[src/rtl/direct_mapped_writeback_cache_assert.svh]
// assertion macros for the direct-mapped write-back cache
`ifndef DIRECT_MAPPED_WRITEBACK_CACHE_ASSERT_SVH
`define DIRECT_MAPPED_WRITEBACK_CACHE_ASSERT_SVH
`ifndef SYNTHESIS
`define DMWC_ASSERT_IMPL(lbl, ante, cons, msg) \
  lbl: assert property (@(posedge clk) disable iff (!rst_n) (ante) |-> (cons)) else $error(msg);
`define DMWC_ASSERT_NEXT(lbl, ante, cons, msg) \
  lbl: assert property (@(posedge clk) disable iff (!rst_n) (ante) |=> (cons)) else $error(msg);
`else
`define DMWC_ASSERT_IMPL(lbl, ante, cons, msg)
`define DMWC_ASSERT_NEXT(lbl, ante, cons, msg)
`endif
`endif

[src/rtl/dmwc_pkg.sv]
// types, constants and helper functions for the direct-mapped write-back cache
package dmwc_pkg;

  localparam int MAX_INDEX_BITS = 8;
  localparam int DEPTH          = 1 << MAX_INDEX_BITS;
  localparam int IDX_W          = MAX_INDEX_BITS;
  localparam int ADDR_W         = 32;
  localparam int DATA_W         = 32;
  localparam int TAG_W          = ADDR_W - 1;
  localparam int CFG_W          = 4;
  localparam int PADDR_W        = 3;
  localparam int PDATA_W        = 32;

  localparam logic [CFG_W-1:0] CFG_RESET     = CFG_W'(8);
  localparam logic [CFG_W-1:0] CB_ONE        = CFG_W'(1);
  localparam logic [CFG_W-1:0] CB_MAX        = CFG_W'(MAX_INDEX_BITS);
  localparam logic             REG_INDEX_BITS = 1'b0;
  localparam logic             OP_LOOKUP     = 1'b0;
  localparam logic             OP_INSERT     = 1'b1;

  typedef struct packed {
    logic              operation;
    logic [ADDR_W-1:0] address;
    logic [DATA_W-1:0] write_data;
    logic              mark_dirty;
  } req_t;

  typedef struct packed {
    logic              hit;
    logic [DATA_W-1:0] read_data;
    logic              conflict;
    logic              evict_valid;
    logic [ADDR_W-1:0] evict_address;
    logic [DATA_W-1:0] evict_data;
  } rsp_t;

  typedef struct packed {
    logic [TAG_W-1:0]  tag;
    logic              dirty;
    logic [DATA_W-1:0] data;
  } entry_t;

  typedef struct packed {
    logic             en;
    logic [IDX_W-1:0] idx;
    entry_t           entry;
  } wr_t;

  // clamp the index width register into 1..MAX_INDEX_BITS
  function automatic logic [CFG_W-1:0] eff_bits(input logic [CFG_W-1:0] v);
    logic [CFG_W-1:0] r;
    r = v;
    if (v < CB_ONE) r = CB_ONE;
    if (v > CB_MAX) r = CB_MAX;
    return r;
  endfunction

  function automatic logic [IDX_W-1:0] index_of(input logic [ADDR_W-1:0] addr,
                                                input logic [CFG_W-1:0]  cb);
    logic [IDX_W-1:0] mask;
    mask = ~({IDX_W{1'b1}} << cb);
    return addr[IDX_W-1:0] & mask;
  endfunction

  function automatic logic [ADDR_W-1:0] stored_addr(input logic [TAG_W-1:0] tag,
                                                    input logic [IDX_W-1:0] idx,
                                                    input logic [CFG_W-1:0] cb);
    logic [ADDR_W-1:0] t;
    t = {1'b0, tag} >> (cb - CB_ONE);
    return (t << cb) | ADDR_W'(idx);
  endfunction

endpackage

[src/rtl/dmwc_cfg.sv]
// apb register block holding the index width
module dmwc_cfg (
  input  logic                        clk,
  input  logic                        rst_n,
  input  logic                        psel,
  input  logic                        penable,
  input  logic                        pwrite,
  input  logic [dmwc_pkg::PADDR_W-1:0] paddr,
  input  logic [dmwc_pkg::PDATA_W-1:0] pwdata,
  output logic [dmwc_pkg::PDATA_W-1:0] prdata,
  output logic                        pready,
  output logic [dmwc_pkg::CFG_W-1:0]  index_bits
);

  logic [dmwc_pkg::CFG_W-1:0] index_bits_r;
  logic                       sel_index;
  logic                       wr_en;

  assign pready    = 1'b1;
  assign sel_index = (paddr[2] == dmwc_pkg::REG_INDEX_BITS);
  assign wr_en     = psel && penable && pwrite && pready && sel_index;

  always_ff @(posedge clk) begin
    if (!rst_n) begin
      index_bits_r <= dmwc_pkg::CFG_RESET;
    end else if (wr_en) begin
      index_bits_r <= pwdata[dmwc_pkg::CFG_W-1:0];
    end
  end

  assign prdata     = sel_index ? dmwc_pkg::PDATA_W'(index_bits_r) : '0;
  assign index_bits = index_bits_r;

endmodule

[config.mk]
export PLATFORM = sky130hd
export DESIGN_NAME = dmwc_cfg
export DESIGN_NICKNAME = d
export VERILOG_FILES = /design/src/rtl/direct_mapped_writeback_cache_assert.svh /design/src/rtl/dmwc_pkg.sv /design/src/rtl/dmwc_cfg.sv
export SDC_FILE = /design/constraint.sdc
export NUM_CORES = 1
export LEC_CHECK = 0
export BUFFER_PORTS_ARGS = -buffer_cell sky130_fd_sc_hd__buf_4
export CORE_MARGIN = 1
export CORE_UTILIZATION = 26
export DETAILED_ROUTE_END_ITERATION = 10
export GPL_ROUTABILITY_DRIVEN = 0
export HOLD_SLACK_MARGIN = 0.05
export MAX_ROUTING_LAYER = met4
export PLACE_DENSITY = 0.86
export SKIP_CTS_REPAIR_TIMING = 1
export SLEW_MARGIN = 25
export SYNTH_ARGS = -nofsm -noshare
export SYNTH_HDL_FRONTEND = slang
export SYNTH_SLANG_ARGS = --single-unit
[constraint.sdc]
create_clock -name clk -period 0.8 [get_ports clk]
set_input_delay 0.08 -clock clk [delete_from_list [all_inputs] [get_ports clk]]
set_output_delay 0.08 -clock clk [all_outputs]
set_load 0.02 [all_outputs]
**Word level (Yosys, flattened, before mapping)**

Index checks and enable logic that the tools add are counted.

- Flip-flop bits (word level): 4
- Bits of input ports: 40

- Muxes and demuxes: 1
- Bitwise operators: 1
- Reduce and logical (&&, ||, !) cells: 3

Operators by type and width:

| cell | number |
|---|---|
| 4-bit 2-to-1 mux | 1 |
| 1-bit logical AND | 3 |
| 1-bit inverter | 1 |

**Logic depth before layout (Yosys ltp)**

Gate-level depths: netlist of the first run.

- Word-level depth: 3
- Mapped depth: 3
- Gate-level depth less buffers: 2

**Worst setup path after synthesis of the first run**

Ideal clock, no wire load.

- Kind: register to output
- Start: register index_bits_r, in the netlist index_bits[0]
- End: output port prdata[0] in the netlist's numbering
- Arrival: 0.805 ns
- Slack: -0.085 ns
- Stages on the path, launching flop included: 2
- Buffers on the path: 0
- Cells stage by stage: dfxtp_1 > nor2b_1

- Longest elaborated chain between the ends: 1

Ends and longest elaborated chain:

| element | line | source |
|---|---|---|
| from (decl) | dmwc_cfg.sv:15 | `logic [dmwc_pkg::CFG_W-1:0] index_bits_r;` |
| from (signal assigned) | dmwc_cfg.sv:25 | `index_bits_r <= dmwc_pkg::CFG_RESET;` |
| from (signal assigned) | dmwc_cfg.sv:27 | `index_bits_r <= pwdata[dmwc_pkg::CFG_W-1:0];` |
| 4-bit 2-to-1 mux | dmwc_cfg.sv:31 | `assign prdata = sel_index ? dmwc_pkg::PDATA_W'(index_bits_r) : '0;` |
| to (decl) | dmwc_cfg.sv:10 | `output logic [dmwc_pkg::PDATA_W-1:0] prdata,` |

Every way passes these cells.

**Final worst setup path of the first run**

- Start: register index_bits_r, in the netlist index_bits[1]
- End: output port prdata[1] in the netlist's numbering

The elaborated chain is that of the path after synthesis.

==> impl_results.md, run 1 <==
* Fin. Hold Viols at 0
* Worst Path Buf+Inv at 1
* Row count at 14
* Area after DPL at ~470 um2
* Max Slew Vio Count at 0
* Drt pass-1 iters at 2
* Switch Pwr at 0.000242 W
* H-tree depth at 1
* CP Data Required Time at approximately 0.7 ns
* Final setup margin at -0.144 ns
* Antenna-violating nets left at 0
* Power density cells at roughly 1300 nW/um2
* Number of synthesized flops with an enable pin at 0
* Seq/Total Area, Yosys at between 10% and 20%
* Initial antenna violation count at 0
* Share of power burned in the clock network at between 30% and 40%
* Grt ovf at 0
* Ant diodes at 0
* Worst clock skew at 0 ns
* Port Buf Inserts at 17
* Design area at between 500 and 600 um2
* Sequential share of power at 30.8%
* Avg Cell Area, Syn at between 8 and 9 um2
* Failing checks: setup timing
* Clk slew on worst S/H paths at roughly 0.04 ns
* Worst Path Arrival at ~0.86 ns
* Critical Path Sink Type: output pin
* Yosys reg bits at 4
* Switching share of power at approximately 36%
* Crit Path Class: register to output pin
* Cells after Synth at 53
* Period utilisation layout at 118%
* Area leader, netlist: buf_4
* Top area cells in the synthesized netlist: buf_4 50%, dfxtp_1 19%, mux2i_1 9.3%
* P_leak at roughly 0.29 nW
* Post-detailed-route via-to-cell ratio at between 3 and 4
* WL/cell at 7.79 um
* Startpoint Class: register
* Final wirelength at just under 700 um
* Hpwl dp at 551 um
* Final setup TNS at -0.551 ns
* WHS at about 0.11 ns
* Max Clk Rate at between 1 and 1.5 GHz
* CP max FO at 3
* Slowest cell delay on critical path at about 0.32 ns
* Ys Warns at 0
* Initial cell density of the core at 28.3%
* All-Layer GR Usage at between 7 and 8%
* CTS root buf: clkbuf_4
* Die area at ~1800 um2
* Die height at about 43 um
* Worst path top cell family by delay: flip-flops
* Synth-to-Final Area Change at 25.8%
* Clock Latency Late Sink at approximately 0.23 ns
* First-pass GRT wire length at 924 um
* Post-route DRC at 0
* Cts bufs inserted at 3
* Maxcap violations at 0
* Cell variety after synth at 9
* CTS tree: yes
* Total clock sinks at 4
* FFs w/ async S/R, synth at 0%
* Status: finished with violations
* Comb power frac at roughly a third
* Most numerous cell in the Yosys netlist: buf_4
* RSZ-0062 raised after global routing: true
* Critical-path top delay cell: dfxtp_2
* IO Count at 77
* Cell Chain, Critical Path: and2b_2, buf_6
* Synthesized area at approximately 430 um2
* Max reg flops at 4
* Ys flop type: dfxtp_1
* Nets@finish at 115
* Core box area at ~1500 um2
* DR iter-0 viols at 2
* Top-area cell type share of the netlist area at between 50% and 60%
* Peak VDD IR at between 500 and 600 uV
* Final min period at around 0.94 ns
* Number of global-route vias before repair at between 200 and 250
* Hold WC Path Type: input port to register
* Int Power at ~0.00044 W
* Via count at 300
* Die width at between 40 and 50 um
* Fraction of layout cells with a size suffix above 1 at a little over two fifths
* Setup-failing EPs final at 5
* Synth cell count leaders: 29 x buf_4, 6 x nand2_1, 4 x dfxtp_1, 4 x mux2i_1, 4 x nor2b_1
* Max clock buf depth at 2
* Largest net degree at the start of global routing at 9
## placed cells by master, fill, tap and decap left out, drive strengths merged
| cell type | netlist | layout |
|---|---|---|
| clkbuf | 0 | 3 |
| nand2 | 6 | 6 |
| and2b | 2 | 2 |
| dfxtp | 4 | 4 |
| buf | 30 | 20 |
| and4b | 1 | 1 |
| nor2b | 4 | 4 |
| conb | 2 | 29 |
| mux2i | 4 | 4 |
## kinds of logic after synthesis
family	after synthesis	synth area share (%)
buffers and inverters	30	53.0
AND/OR/NAND/NOR	13	17.4
multiplexers	4	9.28
flip-flops	4	18.6
other	2	1.74
## final timing paths
path | startpoint | to | slack (ns) | cells past startpoint
min reg2reg | index_bits[1] | index_bits[1] | 0.46 | 2
min | pwdata[1] | index_bits[1] | 0.11 | 3
max | index_bits[1] | prdata[1] | -0.14 | 2
max reg2reg | index_bits[2] | index_bits[2] | 0.12 | 3
## per-layer routing
layer	GRT usage [%]	up-vias	wire, um
li1	-	144	-
met1	5.41	136	210
met2	12.7	20	420
met3	5.53	0	62
met4	5.63	0	0
met5	-	-	0
## stage by stage
| stage | total power [W] | std cells | util [%] | worst slack, ns |
|---|---|---|---|---|
| floorplan | 0.000474 | 80 | - | 0.0410 |
| global placement | 0.000422 | 84 | 31.1 | -0.0514 |
| detailed placement | 0.000424 | 84 | 31.1 | -0.0745 |
| CTS | 0.000680 | 87 | 32.6 | -0.174 |
| global route | 0.000731 | 89 | 35.6 | -0.182 |
| finish | 0.000679 | 89 | 35.6 | -0.144 |
## worst min-delay path: cells and delay by family
kind / cells / cell delay (ns)
buffers and inverters: 1 / 0.11
muxes: 1 / 0.06
and+or+nand+nor: 1 / 0.04
## cell type report
| class | count | area, um2 |
|---|---|---|
| Fill cell | 155 | 981 |
| Multi-Input combinational cell | 46 | 239 |
| Timing Repair Buffer | 20 | 176 |
| Sequential cell | 4 | 85.1 |
| Clock buffer | 3 | 22.5 |
| Tap cell | 16 | 20.0 |
## power groups by stage
stage / clock, W / sequential [W] / combinational [W]
floorplan: 0 / 0.000216 / 0.000257
global placement: 0 / 0.000211 / 0.000211
detailed placement: 0 / 0.000212 / 0.000213
CTS: 0.000258 / 0.000208 / 0.000213
global route: 0.000285 / 0.000209 / 0.000237
finish: 0.000246 / 0.000209 / 0.000224
(Power assumes the default switching activity.)
==> run 2, diff against run 1 <==
--- a/config.mk
+++ b/config.mk
@@ -5,9 +5,10 @@
 export SDC_FILE = /design/constraint.sdc
 export NUM_CORES = 1
 export LEC_CHECK = 0
+export ABC_AREA = 1
 export BUFFER_PORTS_ARGS = -buffer_cell sky130_fd_sc_hd__buf_4
 export CORE_MARGIN = 1
-export CORE_UTILIZATION = 26
+export CORE_UTILIZATION = 27
 export DETAILED_ROUTE_END_ITERATION = 10
 export GPL_ROUTABILITY_DRIVEN = 0
 export HOLD_SLACK_MARGIN = 0.05
==> impl_results.md, run 2 <==
* Fin. Hold Viols at 0 (unchanged)
* Ys flop type: dfxtp_1 (unchanged)
* Ant diodes at 0 (unchanged)
* Total clock sinks at 4 (unchanged)
* Failing checks: setup timing (unchanged)
* Row count at 14 (unchanged)
* Antenna-violating nets left at 0 (unchanged)
* Seq/Total Area, Yosys at 17.6% (was 18.6%)
* CTS root buf: clkbuf_4 (unchanged)
* CTS tree: yes (unchanged)
* Cells after Synth at 68 (was 53)
* Max clock buf depth at 2 (unchanged)
* Crit Path Class: register to output pin (unchanged)
* Total power at 0.000729 W (was 0.000679 W)
* Worst Path Arrival at 0.83 ns (was 0.86 ns)
* Critical Path Sink Type: output pin (unchanged)
* Clock Latency Late Sink at 0.23 ns (about the same)
* Setup-failing EPs final at 6 (was 5)
* CP max FO at 3 (unchanged)
* Port Buf Inserts at 17 (unchanged)
* Nets@finish at 132 (was 115)
* Final setup margin at -0.107 ns (was -0.144 ns)
* Post-synthesis mux area share at 0% (was 9.28%)
* Power density cells at 1250 nW/um2 (about the same)
* Cell variety after synth at 13 (was 9)
* Max Clk Rate at 1.10 GHz (was 1.06 GHz)
* Core box area at 1540 um2 (was 1520 um2)
* H-tree depth at 1 (unchanged)
* Adder-cell share of the synthesized area at 0% (unchanged)
* Via count at 357 (was 300)
* Maxcap violations at 0 (unchanged)
* WL/cell at 6.78 um (was 7.79 um)
* Area after DPL at 497 um2 (was 474 um2)
* Top-area cell type share of the netlist area at 47.8% (was 50.4%)
* Top area cells in the synthesized netlist: buf_4 48%, dfxtp_1 18%, nor2_1 8.2% (was buf_4 50%, dfxtp_1 19%, mux2i_1 9.3%)
* Synth-to-Final Area Change at 27.7% (was 25.8%)
* First-pass GRT wire length at 1.13 mm (was 924 um)
* Grt ovf at 0 (unchanged)
* Cts bufs inserted at 3 (unchanged)
* Synthesized area at 455 um2 (was 432 um2)
* Initial cell density of the core at 29.5% (was 28.3%)
* Synth cell count leaders: 29 x buf_4, 10 x nor2_1, 9 x inv_1 (was 29 x buf_4, 6 x nand2_1, 4 x dfxtp_1, 4 x mux2i_1, 4 x nor2b_1)
* Clk slew on worst S/H paths at 0.04 ns (about the same)
* DP Worst Slack at 0.0676 ns (was -0.0745 ns)
* Hpwl dp at 601 um (was 551 um)
* RSZ-0062 raised after global routing: true (unchanged)
* IO Count at 77 (unchanged)
* DR iter-0 viols at 6 (was 2)
* Post-route DRC at 0 (unchanged)
* Number of synthesized flops with an enable pin at 0 (unchanged)
* Ys Warns at 0 (unchanged)
* Startpoint Class: register (unchanged)
* CP Data Required Time at 0.72 ns (about the same)
* Yosys reg bits at 4 (unchanged)
* Cell Chain, Critical Path: inv_2, nor2_2, buf_6 (was and2b_2, buf_6)
* Post-synthesis simple-gate area fraction at 23.6% (was 17.4%)
* P_leak at 0.341 nW (was 0.289 nW)
* Status: finished with violations (unchanged)
* All-Layer GR Usage at 9.01% (was 7.64%)
* Post-Synth XOR/XNOR Area at 0% (unchanged)
* Initial antenna violation count at 0 (unchanged)
* Fin util at 37.7% (was 35.6%)
* Compound-Gate Fraction of Synth Area at 1.10% (was 0%)
* Area leader, netlist: buf_4 (unchanged)
* Period utilisation layout at 113% (was 118%)
* Final min period at 0.907 ns (was 0.944 ns)
* Post-detailed-route via-to-cell ratio at 3.37 (about the same)
* Avg Cell Area, Syn at 6.70 um2 (was 8.14 um2)
* Most frequent cells in the layout: 29 x conb_1, 15 x buf_4, 7 x inv_1 (was 29 x conb_1, 13 x buf_4, 7 x buf_6)
* Most numerous cell in the Yosys netlist: buf_4 (unchanged)
* Largest net degree at the start of global routing at 7 (was 9)
* Die area at 1860 um2 (was 1830 um2)
* Peak VDD IR at 461 uV (was 564 uV)
* Most common cell after layout, fill and taps aside: conb_1 (unchanged)
* Design area at 582 um2 (was 543 um2)
* Worst clock skew at 0 ns (unchanged)
* Die height at 43.1 um (was 42.7 um)
* Largest family of logic cells by synthesized area: buffers and inverters (unchanged)
* FFs w/ async S/R, synth at 0% (unchanged)
* Slowest cell delay on critical path at 0.34 ns (was 0.32 ns)
* Max Slew Vio Count at 0 (unchanged)
* Max reg flops at 4 (unchanged)
* Fraction of layout cells with a size suffix above 1 at 43.3% (was 42.5%)
* Number of global-route vias before repair at 272 (was 227)
* WHS at 0.0638 ns (was 0.105 ns)
* Critical-path top delay cell: dfxtp_2 (unchanged)
* Drt pass-1 iters at 4 (was 2)
* Final wirelength at 719 um (was 693 um)
* Hold WC Path Type: input port to register (unchanged)
* Die width at 43.1 um (was 42.7 um)
-- run 2: changes by cell type after synthesis, moves of 2 or more --
| cell | delta |
|---|---|
| nor2_1 | +10 |
| inv_1 | +9 |
| mux2i_1 | -4 |
| nand3_1 | +4 |
| nor2b_1 | -4 |
| and2b_2 | -2 |
| nand2_1 | -2 |
-- run 2: logic make-up (layout without fill, tap and decap cells) --
logic type | after synthesis | count (layout)
simple gates | 22 | 22
flops | 4 | 4
buf+inv | 39 | 34
compound gates | 1 | 1
other cells | 2 | 29
-- run 2: critical path: cells and delay by family (launching register included) --
| family | cells | cell delay (ns) |
|---|---|---|
| buf+inv | 2 | 0.16 |
| flops | 1 | 0.34 |
| simple gates | 1 | 0.10 |
-- run 2: power breakdown --
| group | switching (W) | internal [W] |
|---|---|---|
| Combinational | 0.000191 | 0.0000772 |
| Clock | 0.0000789 | 0.000168 |
| Sequential | 0.00000589 | 0.000209 |
-- run 2: layout make-up --
cell class              instances  area (um2)
clock buffers                   3        22.5
fillers                       161         960
inverters                      10        37.5
multi-input cells              52         236
flip-flops and latches          4        85.1
well taps                      16        20.0
repair buffers                 21         180
-- run 2: layer usage --
layer  vias up  GRT usage (%)  share of wire (%)
met2        30           13.6                 54
met5         -              -                  0
met1       143           9.72                 36
li1        184              -                  -
met3         0           2.55                 10
met4         0           7.27                  0
-- run 2: worst paths after layout --
check | startpoint | to | slack [ns] | cells past startpoint
worst max-delay path | index_bits[2] | prdata[2] | -0.11 | 3
worst min-delay path | rst_n | index_bits[3] | 0.06 | 2
worst max register to register | index_bits[1] | index_bits[1] | 0.11 | 3
worst min register to register | index_bits[3] | index_bits[3] | 0.52 | 2
-- run 2: metrics by stage --
step                      TNS (ns)  cells
after floorplan                  0     95
after global placement           0     99
after detailed placement         0     99
after CTS                   -0.660    102
after global routing        -0.874    106
final                       -0.561    106
